===== config.mk =====
export PLATFORM = sky130hd
export DESIGN_NAME = tnia_ctrl
export DESIGN_NICKNAME = d
export VERILOG_FILES = /design/src/rtl/tnia_pkg.sv /design/src/rtl/tnia_ctrl.sv
export SDC_FILE = /design/constraint.sdc
export NUM_CORES = 1
export LEC_CHECK = 0
export BUFFER_PORTS_ARGS = -buffer_cell sky130_fd_sc_hd__buf_2
export CAP_MARGIN = 20
export CORE_ASPECT_RATIO = 0.8
export CORE_MARGIN = 4
export CORE_UTILIZATION = 60
export CTS_CLUSTER_SIZE = 20
export DETAILED_ROUTE_END_ITERATION = 12
export HOLD_SLACK_MARGIN = 0.12
export PLACE_DENSITY = 0.87
export SETUP_SLACK_MARGIN = 0.02
export SLEW_MARGIN = 30
export SYNTH_ARGS = -nofsm -noshare
export SYNTH_HDL_FRONTEND = slang
export SYNTH_SLANG_ARGS = --single-unit

===== constraint.sdc =====
create_clock -name clk_i -period 2.4 [get_ports clk_i]
set_input_delay 0.24 -clock clk_i [delete_from_list [all_inputs] [get_ports clk_i]]
set_output_delay 0.24 -clock clk_i [all_outputs]
set_load 0.005 [all_outputs]

===== src/rtl/tnia_pkg.sv =====
// Package with the types, constants and codes shared by the tree node insert unit.
`default_nettype none

package tnia_pkg;

  // Field widths of the node transactions.
  localparam int unsigned POS_W     = 24;
  localparam int unsigned DIR_W     = 16;
  localparam int unsigned IDX_W     = 10;
  localparam int unsigned UNIT_W    = 16;
  localparam int unsigned LEN_W     = 32;
  localparam int unsigned FLAG_W    = 8;
  localparam int unsigned STS_W     = 2;
  localparam int unsigned CFG_W     = 32;
  localparam int unsigned CFG_IDX_W = 1;

  // Default table depth.
  localparam int unsigned MAX_NODES_DEF = 1024;

  // Saturation limit of depth and child count, and the unit length in Q1.14.
  localparam int unsigned SAT10    = 1023;
  localparam int unsigned UNIT_ONE = 16384;

  // Datapath widths.
  localparam int unsigned DIFF_W     = POS_W + 1;
  localparam int unsigned ABS_W      = DIR_W + 1;
  localparam int unsigned MUL_W      = DIFF_W;
  localparam int unsigned PROD_W     = 2 * MUL_W;
  localparam int unsigned ACC_W      = PROD_W + 2;
  localparam int unsigned ROOT_STEPS = 32;
  localparam int unsigned RAD_W      = 2 * ROOT_STEPS;
  localparam int unsigned REM_W      = ROOT_STEPS + 4;
  localparam int unsigned STEP_W     = $clog2(ROOT_STEPS);
  localparam int unsigned NORM_SHIFT = 28;
  localparam int unsigned S2_W       = 34;
  localparam int unsigned QUOT_W     = 15;
  localparam int unsigned NUM_W      = ROOT_STEPS + QUOT_W - 1;

  // Configuration register indexes.
  localparam logic [CFG_IDX_W-1:0] CFG_DIR_ZERO_LIMIT  = 1'b0;
  localparam logic [CFG_IDX_W-1:0] CFG_ROOT_FLAG_VALUE = 1'b1;

  // Result status codes.
  typedef enum logic [STS_W-1:0] {
    STS_OK         = 2'd0,
    STS_BAD_PARENT = 2'd1,
    STS_FULL       = 2'd2
  } status_e;

  // Input transaction.
  typedef struct packed {
    logic                    op;
    logic [IDX_W-1:0]        parent_index;
    logic signed [POS_W-1:0] pos_x;
    logic signed [POS_W-1:0] pos_y;
    logic signed [POS_W-1:0] pos_z;
    logic signed [DIR_W-1:0] dir_x;
    logic signed [DIR_W-1:0] dir_y;
    logic signed [DIR_W-1:0] dir_z;
    logic [FLAG_W-1:0]       flags;
  } in_t;

  // Result transaction.
  typedef struct packed {
    logic [STS_W-1:0]         status;
    logic [IDX_W-1:0]         node_index;
    logic [IDX_W-1:0]         depth;
    logic [LEN_W-1:0]         along_len;
    logic signed [UNIT_W-1:0] unit_x;
    logic signed [UNIT_W-1:0] unit_y;
    logic signed [UNIT_W-1:0] unit_z;
    logic [IDX_W-1:0]         parent_children;
    logic [FLAG_W-1:0]        node_flags;
  } out_t;

  // One stored node.
  typedef struct packed {
    logic signed [POS_W-1:0]  pos_x;
    logic signed [POS_W-1:0]  pos_y;
    logic signed [POS_W-1:0]  pos_z;
    logic signed [UNIT_W-1:0] unit_x;
    logic signed [UNIT_W-1:0] unit_y;
    logic signed [UNIT_W-1:0] unit_z;
    logic [IDX_W-1:0]         depth;
    logic [LEN_W-1:0]         along;
  } node_rec_t;

  // Datapath operations issued by the controller.
  typedef enum logic [3:0] {
    DP_NOP,
    DP_LOAD,
    DP_LOOKUP,
    DP_SQ,
    DP_DROOT_LD,
    DP_ROOT_STEP,
    DP_ALONG,
    DP_NCHK,
    DP_NROOT_LD,
    DP_DIV_LD,
    DP_DIV_STEP,
    DP_DIV_END,
    DP_WR_NODE,
    DP_WR_PAR,
    DP_OUT
  } dp_op_e;

  // Controller states.
  typedef enum logic [4:0] {
    ST_IDLE,
    ST_LOOKUP,
    ST_DSQ,
    ST_DROOT_LD,
    ST_DROOT,
    ST_ALONG,
    ST_NSQ,
    ST_NCHK,
    ST_NSQ2,
    ST_NROOT_LD,
    ST_NROOT,
    ST_DIV_LD,
    ST_DIV,
    ST_DIV_END,
    ST_WR_NODE,
    ST_WR_PAR,
    ST_DONE
  } ctrl_state_e;

  // Command from controller to datapath.
  typedef struct packed {
    dp_op_e     op;
    logic [1:0] axis;
    logic       sq_dir;
  } dp_cmd_t;

  // Status from datapath to controller.
  typedef struct packed {
    status_e err;
    logic    is_root;
    logic    fallback;
  } dp_sts_t;

endpackage

`default_nettype wire


===== src/rtl/tnia_ctrl.sv =====
// Controller state machine sequencing the insert datapath.
`default_nettype none

module tnia_ctrl import tnia_pkg::*; (
  input  wire logic    clk_i,
  input  wire logic    rst_ni,
  input  wire logic    in_valid_i,
  output logic         in_stall_o,
  output logic         out_valid_o,
  input  wire logic    out_stall_i,
  input  wire dp_sts_t sts_i,
  output dp_cmd_t      cmd_o
);

  ctrl_state_e       state_q, state_d;
  logic [1:0]        axis_q, axis_d;
  logic [STEP_W-1:0] step_q, step_d;
  logic              out_valid_q, out_valid_d;

  // State, counters and output valid.
  always_ff @(posedge clk_i or negedge rst_ni) begin
    if (!rst_ni) begin
      state_q     <= ST_IDLE;
      axis_q      <= '0;
      step_q      <= '0;
      out_valid_q <= 1'b0;
    end else begin
      state_q     <= state_d;
      axis_q      <= axis_d;
      step_q      <= step_d;
      out_valid_q <= out_valid_d;
    end
  end

  // Next state and datapath commands.
  always_comb begin
    state_d     = state_q;
    axis_d      = axis_q;
    step_d      = step_q;
    out_valid_d = out_valid_q && out_stall_i;
    cmd_o.op     = DP_NOP;
    cmd_o.axis   = axis_q;
    cmd_o.sq_dir = 1'b1;
    case (state_q)
      ST_IDLE: begin
        if (in_valid_i) begin
          cmd_o.op = DP_LOAD;
          state_d  = ST_LOOKUP;
        end
      end
      ST_LOOKUP: begin
        cmd_o.op = DP_LOOKUP;
        axis_d   = '0;
        if (sts_i.err != STS_OK) begin
          state_d = ST_DONE;
        end else if (sts_i.is_root) begin
          state_d = ST_NSQ;
        end else begin
          state_d = ST_DSQ;
        end
      end
      ST_DSQ: begin
        cmd_o.op     = DP_SQ;
        cmd_o.sq_dir = 1'b0;
        if (axis_q == 2'd2) begin
          axis_d  = '0;
          state_d = ST_DROOT_LD;
        end else begin
          axis_d = axis_q + 2'd1;
        end
      end
      ST_DROOT_LD: begin
        cmd_o.op = DP_DROOT_LD;
        step_d   = '0;
        state_d  = ST_DROOT;
      end
      ST_DROOT: begin
        cmd_o.op = DP_ROOT_STEP;
        step_d   = step_q + STEP_W'(1);
        if (step_q == STEP_W'(ROOT_STEPS - 1)) begin
          state_d = ST_ALONG;
        end
      end
      ST_ALONG: begin
        cmd_o.op = DP_ALONG;
        axis_d   = '0;
        state_d  = ST_NSQ;
      end
      ST_NSQ: begin
        cmd_o.op = DP_SQ;
        if (axis_q == 2'd2) begin
          axis_d  = '0;
          state_d = ST_NCHK;
        end else begin
          axis_d = axis_q + 2'd1;
        end
      end
      ST_NCHK: begin
        cmd_o.op = DP_NCHK;
        state_d  = sts_i.fallback ? ST_WR_NODE : ST_NSQ2;
      end
      ST_NSQ2: begin
        cmd_o.op = DP_SQ;
        if (axis_q == 2'd2) begin
          axis_d  = '0;
          state_d = ST_NROOT_LD;
        end else begin
          axis_d = axis_q + 2'd1;
        end
      end
      ST_NROOT_LD: begin
        cmd_o.op = DP_NROOT_LD;
        step_d   = '0;
        state_d  = ST_NROOT;
      end
      ST_NROOT: begin
        cmd_o.op = DP_ROOT_STEP;
        step_d   = step_q + STEP_W'(1);
        if (step_q == STEP_W'(ROOT_STEPS - 1)) begin
          axis_d  = '0;
          state_d = ST_DIV_LD;
        end
      end
      ST_DIV_LD: begin
        cmd_o.op = DP_DIV_LD;
        step_d   = '0;
        state_d  = ST_DIV;
      end
      ST_DIV: begin
        cmd_o.op = DP_DIV_STEP;
        step_d   = step_q + STEP_W'(1);
        if (step_q == STEP_W'(QUOT_W - 1)) begin
          state_d = ST_DIV_END;
        end
      end
      ST_DIV_END: begin
        cmd_o.op = DP_DIV_END;
        if (axis_q == 2'd2) begin
          axis_d  = '0;
          state_d = ST_WR_NODE;
        end else begin
          axis_d  = axis_q + 2'd1;
          state_d = ST_DIV_LD;
        end
      end
      ST_WR_NODE: begin
        cmd_o.op = DP_WR_NODE;
        state_d  = sts_i.is_root ? ST_DONE : ST_WR_PAR;
      end
      ST_WR_PAR: begin
        cmd_o.op = DP_WR_PAR;
        state_d  = ST_DONE;
      end
      ST_DONE: begin
        // Hand over only once the output register is free.
        if (!out_valid_q || !out_stall_i) begin
          cmd_o.op    = DP_OUT;
          out_valid_d = 1'b1;
          state_d     = ST_IDLE;
        end
      end
      default: begin
        state_d = ST_IDLE;
      end
    endcase
  end

  assign in_stall_o  = state_q != ST_IDLE;
  assign out_valid_o = out_valid_q;

  // An accepted transaction goes straight to the parent lookup.
  a_accept_lookup: assert property (@(posedge clk_i) disable iff (!rst_ni)
    (in_valid_i && !in_stall_o) |=> (state_q == ST_LOOKUP))
    else $error("accepted transaction did not start the lookup");

  // A rejected insertion skips all arithmetic.
  a_err_done: assert property (@(posedge clk_i) disable iff (!rst_ni)
    (state_q == ST_LOOKUP && sts_i.err != STS_OK) |=> (state_q == ST_DONE))
    else $error("rejected transaction did not go to completion");

  // A waiting result is never overwritten.
  a_done_hold: assert property (@(posedge clk_i) disable iff (!rst_ni)
    (state_q == ST_DONE && out_valid_q && out_stall_i) |=> (state_q == ST_DONE))
    else $error("result handed over while the output register was full");

  // A new result appears only from the completion state.
  a_valid_src: assert property (@(posedge clk_i) disable iff (!rst_ni)
    $rose(out_valid_q) |-> ($past(state_q) == ST_DONE))
    else $error("output valid rose outside the completion state");

endmodule

`default_nettype wire


Word-level counts from Yosys, hierarchy flattened
Cells that the tools add are included.
{"block": "word_totals", "reg_bits": 13, "elab_cells": 74, "output_inout_bits": 9, "in_bits": 8}
{"block": "op_classes", "n_reduce_logical": 17, "n_addsub": 2, "muxes": 24, "n_eq_ne": 27}
{"operator": "$pmux W5 S17", "n": 1}
{"operator": "$pmux W4 S14", "n": 1}
{"operator": "$mux W5", "n": 10}
{"operator": "$eq A5 B4 Y1 const B", "n": 9}
{"operator": "$eq A5 B3 Y1 const B", "n": 4}
{"operator": "$ne A2 B2 Y1 const B", "n": 8}
{"operator": "$eq A5 B2 Y1 const B", "n": 2}
{"operator": "$eq A5 B5 Y1 const B", "n": 2}
{"operator": "$pmux W5 S2", "n": 1}
{"operator": "$mux W3", "n": 3}
{"operator": "$reduce_or A3 Y1", "n": 3}
{"operator": "$reduce_and A8 Y1", "n": 1}
{"operator": "$pmux W2 S3", "n": 1}
{"operator": "$add A5 B1 Y5 const B", "n": 1}
{"operator": "$eq A5 B1 Y1 const B", "n": 1}
{"operator": "$logic_not A5 Y1", "n": 1}
{"operator": "$reduce_bool A5 Y1", "n": 1}
{"operator": "$mux W1", "n": 4}
{"operator": "$mux W2", "n": 2}
{"operator": "$mux W4", "n": 1}
{"operator": "$reduce_bool A2 Y1", "n": 2}
{"operator": "$reduce_or A2 Y1", "n": 2}
{"operator": "$reduce_or A4 Y1", "n": 1}
{"operator": "$reduce_bool A3 Y1", "n": 1}
{"operator": "6 further kinds", "n": 7}

Longest topological paths before layout
Gate-level depths: netlist (run 1).
{"block": "depth", "ltp_word": 4, "ltp_mapped": 6, "depth_no_buf": 6}

Worst setup path after synthesis (run 1)
No wires, ideal clock.
{"block": "synth_timing", "path_kind": "reg-to-reg", "from": "register step_q[0]", "to": "register state_q[0]", "arrival_time_ns": 1.333, "slack_ns": 0.938, "required_ns": 2.271, "path_buffers": 0, "synth_period_minus_slack_ns": 1.462, "path_stages_with_launch": 6, "setup_time_ns": 0.129, "path_cell_list": "dfrtp_1 > ha_1 > and3_1 > ha_1 > o311ai_1 > nor3_2"}
{"block": "synth_between", "elab_chain_len": 3, "word_cells_on_any_way": 6, "cone_classes": "eq/ne: 5; reduce/logical: 1"}
{"element": "from (decl)", "line": "tnia_ctrl.sv:17", "text": "logic [STEP_W-1:0] step_q, step_d;"}
{"element": "from (signal assigned)", "line": "tnia_ctrl.sv:30", "text": "step_q <= step_d;"}
{"element": "$eq A5 B4 Y1 / $eq A5 B5 Y1 (equally long branches)", "line": "tnia_ctrl.sv:132, tnia_ctrl.sv:80, tnia_ctrl.sv:119"}
{"element": "$ne A2 B2 Y1 (no line)"}
{"element": "$reduce_and A8 Y1 (no line) (*)"}
{"element": "to (signal assigned)", "line": "tnia_ctrl.sv:28", "text": "state_q <= state_d;"}
{"element": "to (decl)", "line": "tnia_ctrl.sv:15", "text": "ctrl_state_e state_q, state_d;"}
Every way passes the cells marked *; elsewhere a longest branch is shown, timed or not.
A chain may end at the register's enable or synchronous reset.

==> key figures, run 1 <==
Outcome
  • Outcome: finished clean

Synthesis
  • YS warnings: 0
  • Xor/xnor cell area share of the yosys netlist: under 10%
  • Synth top area cells: dfrtp_1 30%, a21oi_1 4.5%, buf_6 4.1%
  • Synth async-reset ratio: between 90% and 100%
  • Post-synth EDFFs: 0
  • Largest family of logic cells by synthesized area: simple AND/OR/NAND/NOR gates
  • Adder-cell share of the synthesized area: 3.41%
  • Synth Instances: 128
  • Mux contribution to synthesized area: between 1 and 1.5%
  • Synth Area in Compound Gates: approximately a quarter
  • Sequential fraction of the synthesis area: slightly below 30%
  • Unique masters post-synth: 45
  • Flops & latches, synth: 13
  • Synth Net Count: approximately 140
  • Most used flip-flop cell after synthesis: dfrtp_1
  • Cell taking the most area after synthesis: dfrtp_1
  • Syn_area_per_cell: ~8.6 sq um
  • Post-synth top area share: 29.5%
  • Post-Synth Simple-Gate Area: 28.1%
  • Synthesized area: around 1100 sq um

Route
  • # DRC: 0
  • Via count: 1054
  • Antenna-violating nets left: 0
  • Router iterations before antenna repair: 4
  • Wire length per cell: 15.0 um
  • Routed vias/inst: 6.47
  • DRT Wirelength: between 2000 and 2500 um
  • Iter 0 DRT Violations: 58

Floorplan
  • Die area: around 2600 sq um
  • IO Pins: 17
  • Starting density of the core: 65.8%
  • Die Ht: 46.3 um
  • Std cell rows: 13
  • Core Area: 1680 sq um
  • Die W: between 50 and 60 um

Worst setup path
  • Reg2reg path depth: 5
  • Worst EP arrival: 1.90 ns
  • R2r setup slk: 0.63 ns
  • CP Data Required Time: ~2.2 ns
  • Critical path class: reg2out
  • Reg-to-Reg Start: state_q[3]$_DFFE_PN0P_
  • CP max FO: 18
  • CP Launch Type: flip-flop
  • Worst R2R End: step_q[0]$_DFFE_PN0P_
  • Crit path to: cmd_o[5]
  • Crit path from: state_q[2]$_DFFE_PN0P_
  • Crit path capture type: output pin

Placed design
  • Number of port buffers: 16
  • Post-DP HPWL: about 1800 um
  • Final Wtd Congestion: between 0.9 and 1

Cells and area
  • Fin nets: 153
  • Commonest cells after routing, fill and taps aside: 16 x buf_2, 13 x dfrtp_1, 11 x nor2_1
  • P&R area growth vs syn: 7.26%
  • Layout cells sized above 1: roughly a quarter
  • Diodes inserted: 0
  • Fillers: 130
  • Commonest non-fill, non-tap cell in the layout: buf_2
  • Area of the multi-input gates: 667 sq um
  • Register area: ~330 sq um
  • Final Util: between 70% and 80%

Clock tree
  • CTS max path bufs: 2
  • Clk sinks: 13
  • Clock Latency Late Sink: between 0.2 and 0.3 ns
  • Reg clk slew, reported paths: 0.07 ns
  • TritonCTS Buffers: 3
  • Postcts setup bufs: 0
  • Htree depth: 1
  • Clock Tree Root: clkbuf_4
  • CTS tree: done

Timing
  • Worst Tran Pin Value: 0.768 ns
  • Max-slew violation count: 0
  • Final TNS setup: 0 ns
  • Clk_skew: a little under 0.004 ns
  • RSZ-0062 raised after global routing: false
  • Worst hold margin: roughly 0.19 ns
  • Final hold vios: 0
  • Min cycle time layout: between 2 and 2.5 ns
  • Max-slew headroom: approximately half
  • Max Fclk: approximately 470 MHz
  • Fin crit share: between 80% and 90%
  • Final setup fails: 0

GRT
  • Largest net degree at the start of global routing: 23
  • First-pass GRT wire length: 3950 um
  • Global route overflow: 0
  • Global Route Usage Sum: approximately a fifth
  • Vias in the first global route: 875
  • Antenna violations before repair: 0

Power and ir drop
  • Power density over the cells: ~1300 nW/um^2
  • Worst IR drop on VDD: between 1000 and 1500 uV
  • Leak Pwr: between 0.5 and 0.6 nW

Job
  • Max Cap Violations: 0

Hold path
  • Hold Path Depth: 2
  • Min-delay worst type: in2reg
[through the flow]
| stage | std cells | total power, W | setup WS [ns] | cell area [sq um] |
|---|---|---|---|---|
| 2_1_floorplan | 128 | 0.00119 | 0.938 | 1100 |
| 3_3_place_gp | 158 | 0.00134 | 0.644 | 1140 |
| 3_5_place_dp | 158 | 0.00139 | 0.579 | 1140 |
| 4_1_cts | 163 | 0.00152 | 0.289 | 1180 |
| 5_1_grt | 163 | 0.00166 | 0.0878 | 1180 |
| 6_report | 163 | 0.00153 | 0.258 | 1180 |
[worst min-delay path by stage]
stage                startpoint                    end  slack (ns)
floorplan                rst_ni  axis_q[0]$_DFFE_PN0P_       -0.06
global placement         rst_ni  step_q[2]$_DFFE_PN0P_        0.13
detailed placement       rst_ni  step_q[2]$_DFFE_PN0P_        0.13
CTS                 out_stall_i  out_valid_o$_DFF_PN0_        0.19
global route        out_stall_i  out_valid_o$_DFF_PN0_        0.18
finish              out_stall_i  out_valid_o$_DFF_PN0_        0.19
[registers in the layout, indices dropped and copies added (netlist names)]
name / cells
state_q: 5
out_valid_o: 1
step_q: 5
axis_q: 2
[what timing repair did]
item,CTS,global route
hold buffers,1,0
endpoints found under the hold margin,13,0
gates resized for setup,0,0
[where the power goes]
group	internal (W)	switching (W)
Combinational	0.000418	0.000469
Sequential	0.000301	0.000212
Clock	0.0000619	0.0000683
[Yosys cell counts (all sizes together) (2+ instances only)]
master and n:
a21oi 11, o2111ai 2, a21o 2, nand3 4, a22o 2, dfrtp 13
nand4b 2, ha 3, a31oi 4, o311ai 3, o2bb2ai 2, a211o 3
nand2b 7, nor2 12, nand2 8, o21ai 9, and3 4, inv 6
or2 2, nor3 4, buf 11
[critical path: stages, from the launching register on]
cell and delay (ns):
dfrtp_1 0.74, nand2b_4 0.30, inv_1 0.06, a211o_1 0.28, o311ai_0 0.09, buf_2 0.17
[metal layers]
layer  vias to the layer above  track usage (%)  part of all wire [%]
li1                        505                -                     -
met1                       483             26.4                    43
met2                        58             31.4                    45
met3                         8             5.04                    11
met4                         0             6.16                  0.98
met5                         -                0                     0
[kinds of logic after synthesis]
| logic type | Yosys count |
|---|---|
| and+or+nand+nor | 50 |
| AOI/OAI and AO/OA | 42 |
| buffers and inverters | 17 |
| DFF | 13 |
| adders and majority gates | 3 |
| xor gates and xnor gates | 2 |
| muxes | 1 |
[area by class of cell]
type | count | area share (%)
Tap cell | 22 | 2.33
Multi-Input combinational cell | 98 | 56.4
Clock buffer | 3 | 1.90
Timing Repair Buffer | 20 | 9.52
Clock inverter | 1 | 0.423
Inverter | 6 | 1.90
Sequential cell | 13 | 27.5
No activity file was read; power rests on OpenSTA's default activity.
==> inputs of run 2 (changes only) <==
--- a/config.mk
+++ b/config.mk
@@ -13,6 +13,7 @@
 export CTS_CLUSTER_SIZE = 20
 export DETAILED_ROUTE_END_ITERATION = 12
 export HOLD_SLACK_MARGIN = 0.12
+export MAX_ROUTING_LAYER = met4
 export PLACE_DENSITY = 0.87
 export SETUP_SLACK_MARGIN = 0.02
 export SLEW_MARGIN = 30
==> run 2 against run 1 <==
Die area did not move. Combinational power shrank 5.2%. Final cell count is 0.61% lower. Clock skew is 0.0035 ns lower. Sequential share of layout area increased by 0.18 points. Critical path depth did not move. First-iteration DRC count shrank 12%. Power down 2.4%.
==> key figures, run 2 (synthesized netlist as in run 1, its figures left out) <==
Timing
  • Worst Tran Pin Value: around 0.83 ns
  • Max Fclk: between 400 and 500 MHz
  • Final TNS setup: 0 ns
  • Worst hold margin: a little over 0.2 ns
  • Clk_skew: around 0.00038 ns
  • RSZ-0062 raised after global routing: false
  • Fin crit share: 88.5%
  • Max-slew headroom: ~45%
  • Max-slew violation count: 0
  • Min cycle time layout: 2.12 ns
  • Final hold vios: 0
  • Final setup fails: 0

Clock tree
  • Post-CTS sizing: 0
  • Reg clk slew, reported paths: around 0.070 ns
  • TritonCTS Buffers: 3
  • CTS max path bufs: 2
  • Postcts setup bufs: 0
  • Clock Tree Root: clkbuf_4
  • Clk sinks: 13
  • CTS tree: done
  • Htree depth: 1
  • Clock Latency Late Sink: roughly 0.27 ns

Power and ir drop
  • Power density over the cells: about 1300 nW/um^2
  • Total power: approximately 0.0015 W
  • Worst IR drop on VDD: between 700 and 800 uV
  • Leak Pwr: between 0.5 and 0.6 nW

Cells and area
  • Layout cells sized above 1: between 20% and 30%
  • Non-Filler Cell Area, Final: 1170 sq um
  • Diodes inserted: 0
  • P&R area growth vs syn: 6.58%
  • Commonest non-fill, non-tap cell in the layout: buf_2
  • Register area: between 300 and 400 sq um
  • Fin nets: 152
  • Commonest cells after routing, fill and taps aside: 16 x buf_2, 13 x dfrtp_1, 11 x nor2_1
  • Fillers: 134
  • Area of the multi-input gates: around 670 sq um
  • Top flop regs: state_q: 5 flops, step_q: 5 flops, axis_q: 2 flops
  • Final Util: between 70% and 80%

Placed design
  • Final Wtd Congestion: between 0.8 and 0.9
  • DP Area: roughly 1100 sq um
  • Post-DP HPWL: about 1700 um
  • Number of port buffers: 16

GRT
  • First-pass GRT wire length: approximately 3900 um
  • Vias in the first global route: around 830
  • Global Route Usage Sum: 19.7%
  • Largest net degree at the start of global routing: 28
  • Antenna violations before repair: 0
  • Global route overflow: 0

Route
  • Iter 0 DRT Violations: 51
  • Wire length per cell: between 10 and 15 um
  • Routed vias/inst: 6.17
  • Via count: 1000
  • Antenna-violating nets left: 0
  • DRT Wirelength: approximately 2300 um
  • # DRC: 0
  • Router iterations before antenna repair: 4

Job
  • Max Cap Violations: 0

Hold path
  • Min-delay worst type: in2reg

Worst setup path
  • CP max FO: 18
  • Worst EP arrival: roughly 1.9 ns
  • CP Data Required Time: between 2 and 2.5 ns
  • Critical path class: reg2out
  • Crit path capture type: output pin
  • CP Launch Type: flip-flop

Outcome
  • Outcome: finished clean

Floorplan
  • Core Area: 1680 sq um
  • Std cell rows: 13
  • IO Pins: 17
  • Starting density of the core: 65.8%
  • Die Ht: approximately 46 um
  • Die W: 55.9 um
  • Die area: 2590 sq um
-- run 2: cell count changes in the layout (fill, tap and decap cells not counted) --
cell,before,now
buf_4,3,2
-- run 2: path summary, 6_finish.rpt --
kind | startpoint | endpoint | slack [ns] | depth (start not counted)
worst max register to register | state_q[3]$_DFFE_PN0P_ | step_q[0]$_DFFE_PN0P_ | 0.63 | 4
min in group asynchronous | rst_ni | step_q[2]$_DFFE_PN0P_ | 0.37 | 2
worst min register to register | axis_q[0]$_DFFE_PN0P_ | axis_q[0]$_DFFE_PN0P_ | 0.52 | 1
worst min-delay path | out_stall_i | out_valid_o$_DFF_PN0_ | 0.21 | 2
max in group asynchronous | rst_ni | state_q[0]$_DFFE_PN0P_ | 1.82 | 2
worst max-delay path | state_q[2]$_DFFE_PN0P_ | cmd_o[5] | 0.28 | 5
-- run 2: final cells by class --
class                           count  area share [%]
Clock buffer                        3            1.92
Clock inverter                      1           0.426
Inverter                            6            1.92
Multi-Input combinational cell     98            56.8
Sequential cell                    13            27.7
Tap cell                           22            2.34
Timing Repair Buffer               19            8.95
-- run 2: repair_timing --
item,CTS,global route
hold buffers,1,0
endpoints found under the hold margin,13,0
endpoints found under the setup margin,0,0
-- run 2: per-layer routing --
layer | share of wire, % | GRT usage, %
met1 | 48 | 28.9
met2 | 44 | 27.6
met3 | 7.5 | 4.20
met4 | 0 | 4.74
met5 | 0 | -
-- run 2: per-stage QoR --
step	setup slack, ns	cells
after floorplan	0.938	128
after global placement	0.647	157
after detailed placement	0.608	157
after CTS	0.299	162
after global routing	0.162	162
final	0.276	162
-- run 2: critical path, stage by stage (launching register included) --
cell and delay (ns):
dfrtp_1 0.73, nand2b_4 0.29, inv_1 0.05, a211o_1 0.28
o311ai_0 0.09, buf_2 0.17
-- run 2: where the power goes --
part	switching (W)	leakage, nW	internal [W]
sequential	0.000224	0.171	0.000301
clock	0.0000655	0.0177	0.0000616
combinational	0.000432	0.377	0.000409
==> inputs of run 3 (changes only) <==
--- a/config.mk
+++ b/config.mk
@@ -7,7 +7,6 @@
 export LEC_CHECK = 0
 export BUFFER_PORTS_ARGS = -buffer_cell sky130_fd_sc_hd__buf_2
 export CAP_MARGIN = 20
-export CORE_ASPECT_RATIO = 0.8
 export CORE_MARGIN = 4
 export CORE_UTILIZATION = 60
 export CTS_CLUSTER_SIZE = 20
@@ -15,6 +14,7 @@
 export HOLD_SLACK_MARGIN = 0.12
 export MAX_ROUTING_LAYER = met4
 export PLACE_DENSITY = 0.87
+export REMOVE_ABC_BUFFERS = 1
 export SETUP_SLACK_MARGIN = 0.02
 export SLEW_MARGIN = 30
 export SYNTH_ARGS = -nofsm -noshare
==> run 3 against run 2 <==
Worst setup slack got worse by 0.035 ns. Critical path depth is the same. Non-clock buffer count shrank 1. Cell area shrank 0.32%. Global-route usage is 1.6 points higher. Via count grew 1.8%. Die area is 0.17% lower. Largest cell class unchanged. Largest power group unchanged.
==> key figures, run 3 (synthesized netlist as in run 1, its figures left out) <==
GRT
  • Antenna violations before repair: 0
  • Largest net degree at the start of global routing: 28
  • Global Route Usage Sum: approximately a fifth
  • Global route overflow: 0
  • Vias in the first global route: between 900 and 1000
  • First-pass GRT wire length: 4200 um

Worst setup path
  • CP max-delay cell: dfrtp_1
  • CP peak stage delay: just over 0.7 ns
  • Crit path buf inv count: 2
  • CP Data Required Time: between 2 and 2.5 ns
  • Critical path class: reg2out
  • CP Cell Sequence: nand2b_4 -> inv_1 -> a211o_1 -> o311ai_0 -> buf_2
  • Worst R2R End: step_q[0]$_DFFE_PN0P_
  • Critical path's top delay family: flip-flops
  • Reg-to-Reg Start: state_q[1]$_DFFE_PN0P_
  • Reg2reg path depth: 4
  • CP max FO: 18
  • Worst EP arrival: 1.92 ns
  • R2r setup slk: between 0.6 and 0.7 ns
  • CP Launch Type: flip-flop
  • Crit path capture type: output pin

Floorplan
  • Starting density of the core: a little under two thirds
  • Core Area: 1730 sq um
  • Die W: 50.9 um
  • IO Pins: 17
  • Die area: roughly 2600 sq um
  • Die Ht: a little over 50 um
  • Std cell rows: 15

Cells and area
  • Fin nets: around 150
  • P&R area growth vs syn: 6.24%
  • Commonest cells after routing, fill and taps aside: 16 x buf_2, 13 x dfrtp_1, 11 x nor2_1
  • Layout cells sized above 1: a little under a quarter
  • Commonest non-fill, non-tap cell in the layout: buf_2
  • Post-Layout Cell Count: around 160
  • Diodes inserted: 0
  • Final Util: about two thirds
  • Top flop regs: state_q: 5 flops, step_q: 5 flops, axis_q: 2 flops

Timing
  • Max Fclk: ~460 MHz
  • Fin crit share: 90.0%
  • Final TNS setup: 0 ns
  • Clk_skew: around 0.0033 ns
  • RSZ-0062 raised after global routing: false
  • Final setup fails: 0
  • Worst Tran Pin Value: a little over 0.8 ns
  • Min cycle time layout: approximately 2.2 ns
  • Max-slew violation count: 0
  • Final hold vios: 0
  • Max-slew headroom: between 40% and 50%

Clock tree
  • Post-CTS sizing: 0
  • Reg clk slew, reported paths: approximately 0.090 ns
  • Clk sinks: 13
  • CTS tree: done
  • Clock Tree Root: clkbuf_4
  • CTS max path bufs: 2
  • Clock Latency Late Sink: between 0.2 and 0.3 ns
  • TritonCTS Buffers: 3
  • Htree depth: 1

Power and ir drop
  • Clk pwr share: roughly a tenth
  • Sw frac: 49.1%
  • Combinational cell fraction of total power: 55.0%
  • Reg power frac: 35.4%
  • Worst IR drop on VDD: slightly above 800 uV
  • Switch Pwr: 0.000739 W
  • Leak Pwr: 0.560 nW
  • P_int: approximately 0.00077 W
  • Total power: 0.00150 W
  • Power density over the cells: roughly 1300 nW/um^2

Route
  • Wire length per cell: 15.0 um
  • DRT Wirelength: 2460 um
  • Iter 0 DRT Violations: 37
  • # DRC: 0
  • Routed vias/inst: 6.21
  • Router iterations before antenna repair: 4
  • Antenna-violating nets left: 0
  • Via count: approximately 1000

Placed design
  • Post-DP HPWL: roughly 1700 um
  • Final Wtd Congestion: between 0.8 and 0.9
  • Post-Place Cells: approximately 160
  • Number of port buffers: 16

Job
  • Max Cap Violations: 0

Hold path
  • Hold Crit Start: out_stall_i
  • Hold Crit Endpoint: out_valid_o$_DFF_PN0_
  • Min-delay worst type: in2reg
  • Hold Path Depth: 2

Outcome
  • Outcome: finished clean
## run 3: how the worst max path moves through the flow
stage                                      start                     to  slack [ns]  cells past startpoint
after CTS                 state_q[2]$_DFFE_PN0P_               cmd_o[5]        0.28                      5
after global routing      state_q[0]$_DFFE_PN0P_               cmd_o[4]        0.13                      5
after global placement    state_q[2]$_DFFE_PN0P_               cmd_o[5]        0.60                      5
final                     state_q[2]$_DFFE_PN0P_               cmd_o[5]        0.24                      5
after detailed placement  state_q[0]$_DFFE_PN0P_               cmd_o[4]        0.59                      5
after floorplan           state_q[1]$_DFFE_PN0P_  step_q[0]$_DFFE_PN0P_        0.85                      4
## run 3: what timing repair did
item	4_1_cts	5_1_grt
hold buffers	1	0
endpoints found under the setup margin	0	0
setup buffers	0	0
endpoints found under the hold margin	13	0
## run 3: worst register-to-register path, stage by stage, from the launching register on
cell and delay (ns):
dfrtp_1 0.64, nand2b_2 0.38, o221ai_2 0.20, nand2_1 0.14, mux2_2 0.29
## run 3: stage by stage
step | worst slack (ns) | hold WS [ns] | cell area, sq um
6_report | 0.241 | 0.180 | 1170
5_1_grt | 0.127 | 0.191 | 1170
4_1_cts | 0.276 | 0.183 | 1170
3_5_place_dp | 0.588 | 0.145 | 1130
3_3_place_gp | 0.602 | 0.143 | 1130
2_1_floorplan | 0.847 | -0.0556 | 1010
## run 3: per-layer routing
layer  GRT usage, %  part of all wire (%)  vias up
li1               -                     -      492
met1           26.2                    45      496
met2           34.6                    49       26
met3           4.37                   4.4        4
met4           8.07                   1.1        0
met5              -                     0        -
## run 3: power groups by stage
stage | clock network [W] | registers (W) | logic (W)
floorplan | 0 | 0.000503 | 0.000570
global placement | 0 | 0.000522 | 0.000790
detailed placement | 0 | 0.000532 | 0.000821
CTS | 0.000142 | 0.000526 | 0.000828
global route | 0.000153 | 0.000560 | 0.000927
finish | 0.000144 | 0.000533 | 0.000827
## run 3: final cells by class
cell class	instances	area, sq um
clock buffer	3	22.5
fill	161	556
sequential	13	325
tap	25	31.3
multi-input combinational	98	667
timing repair buffer	18	97.6
clock inverter	1	5.00
inverter	6	22.5
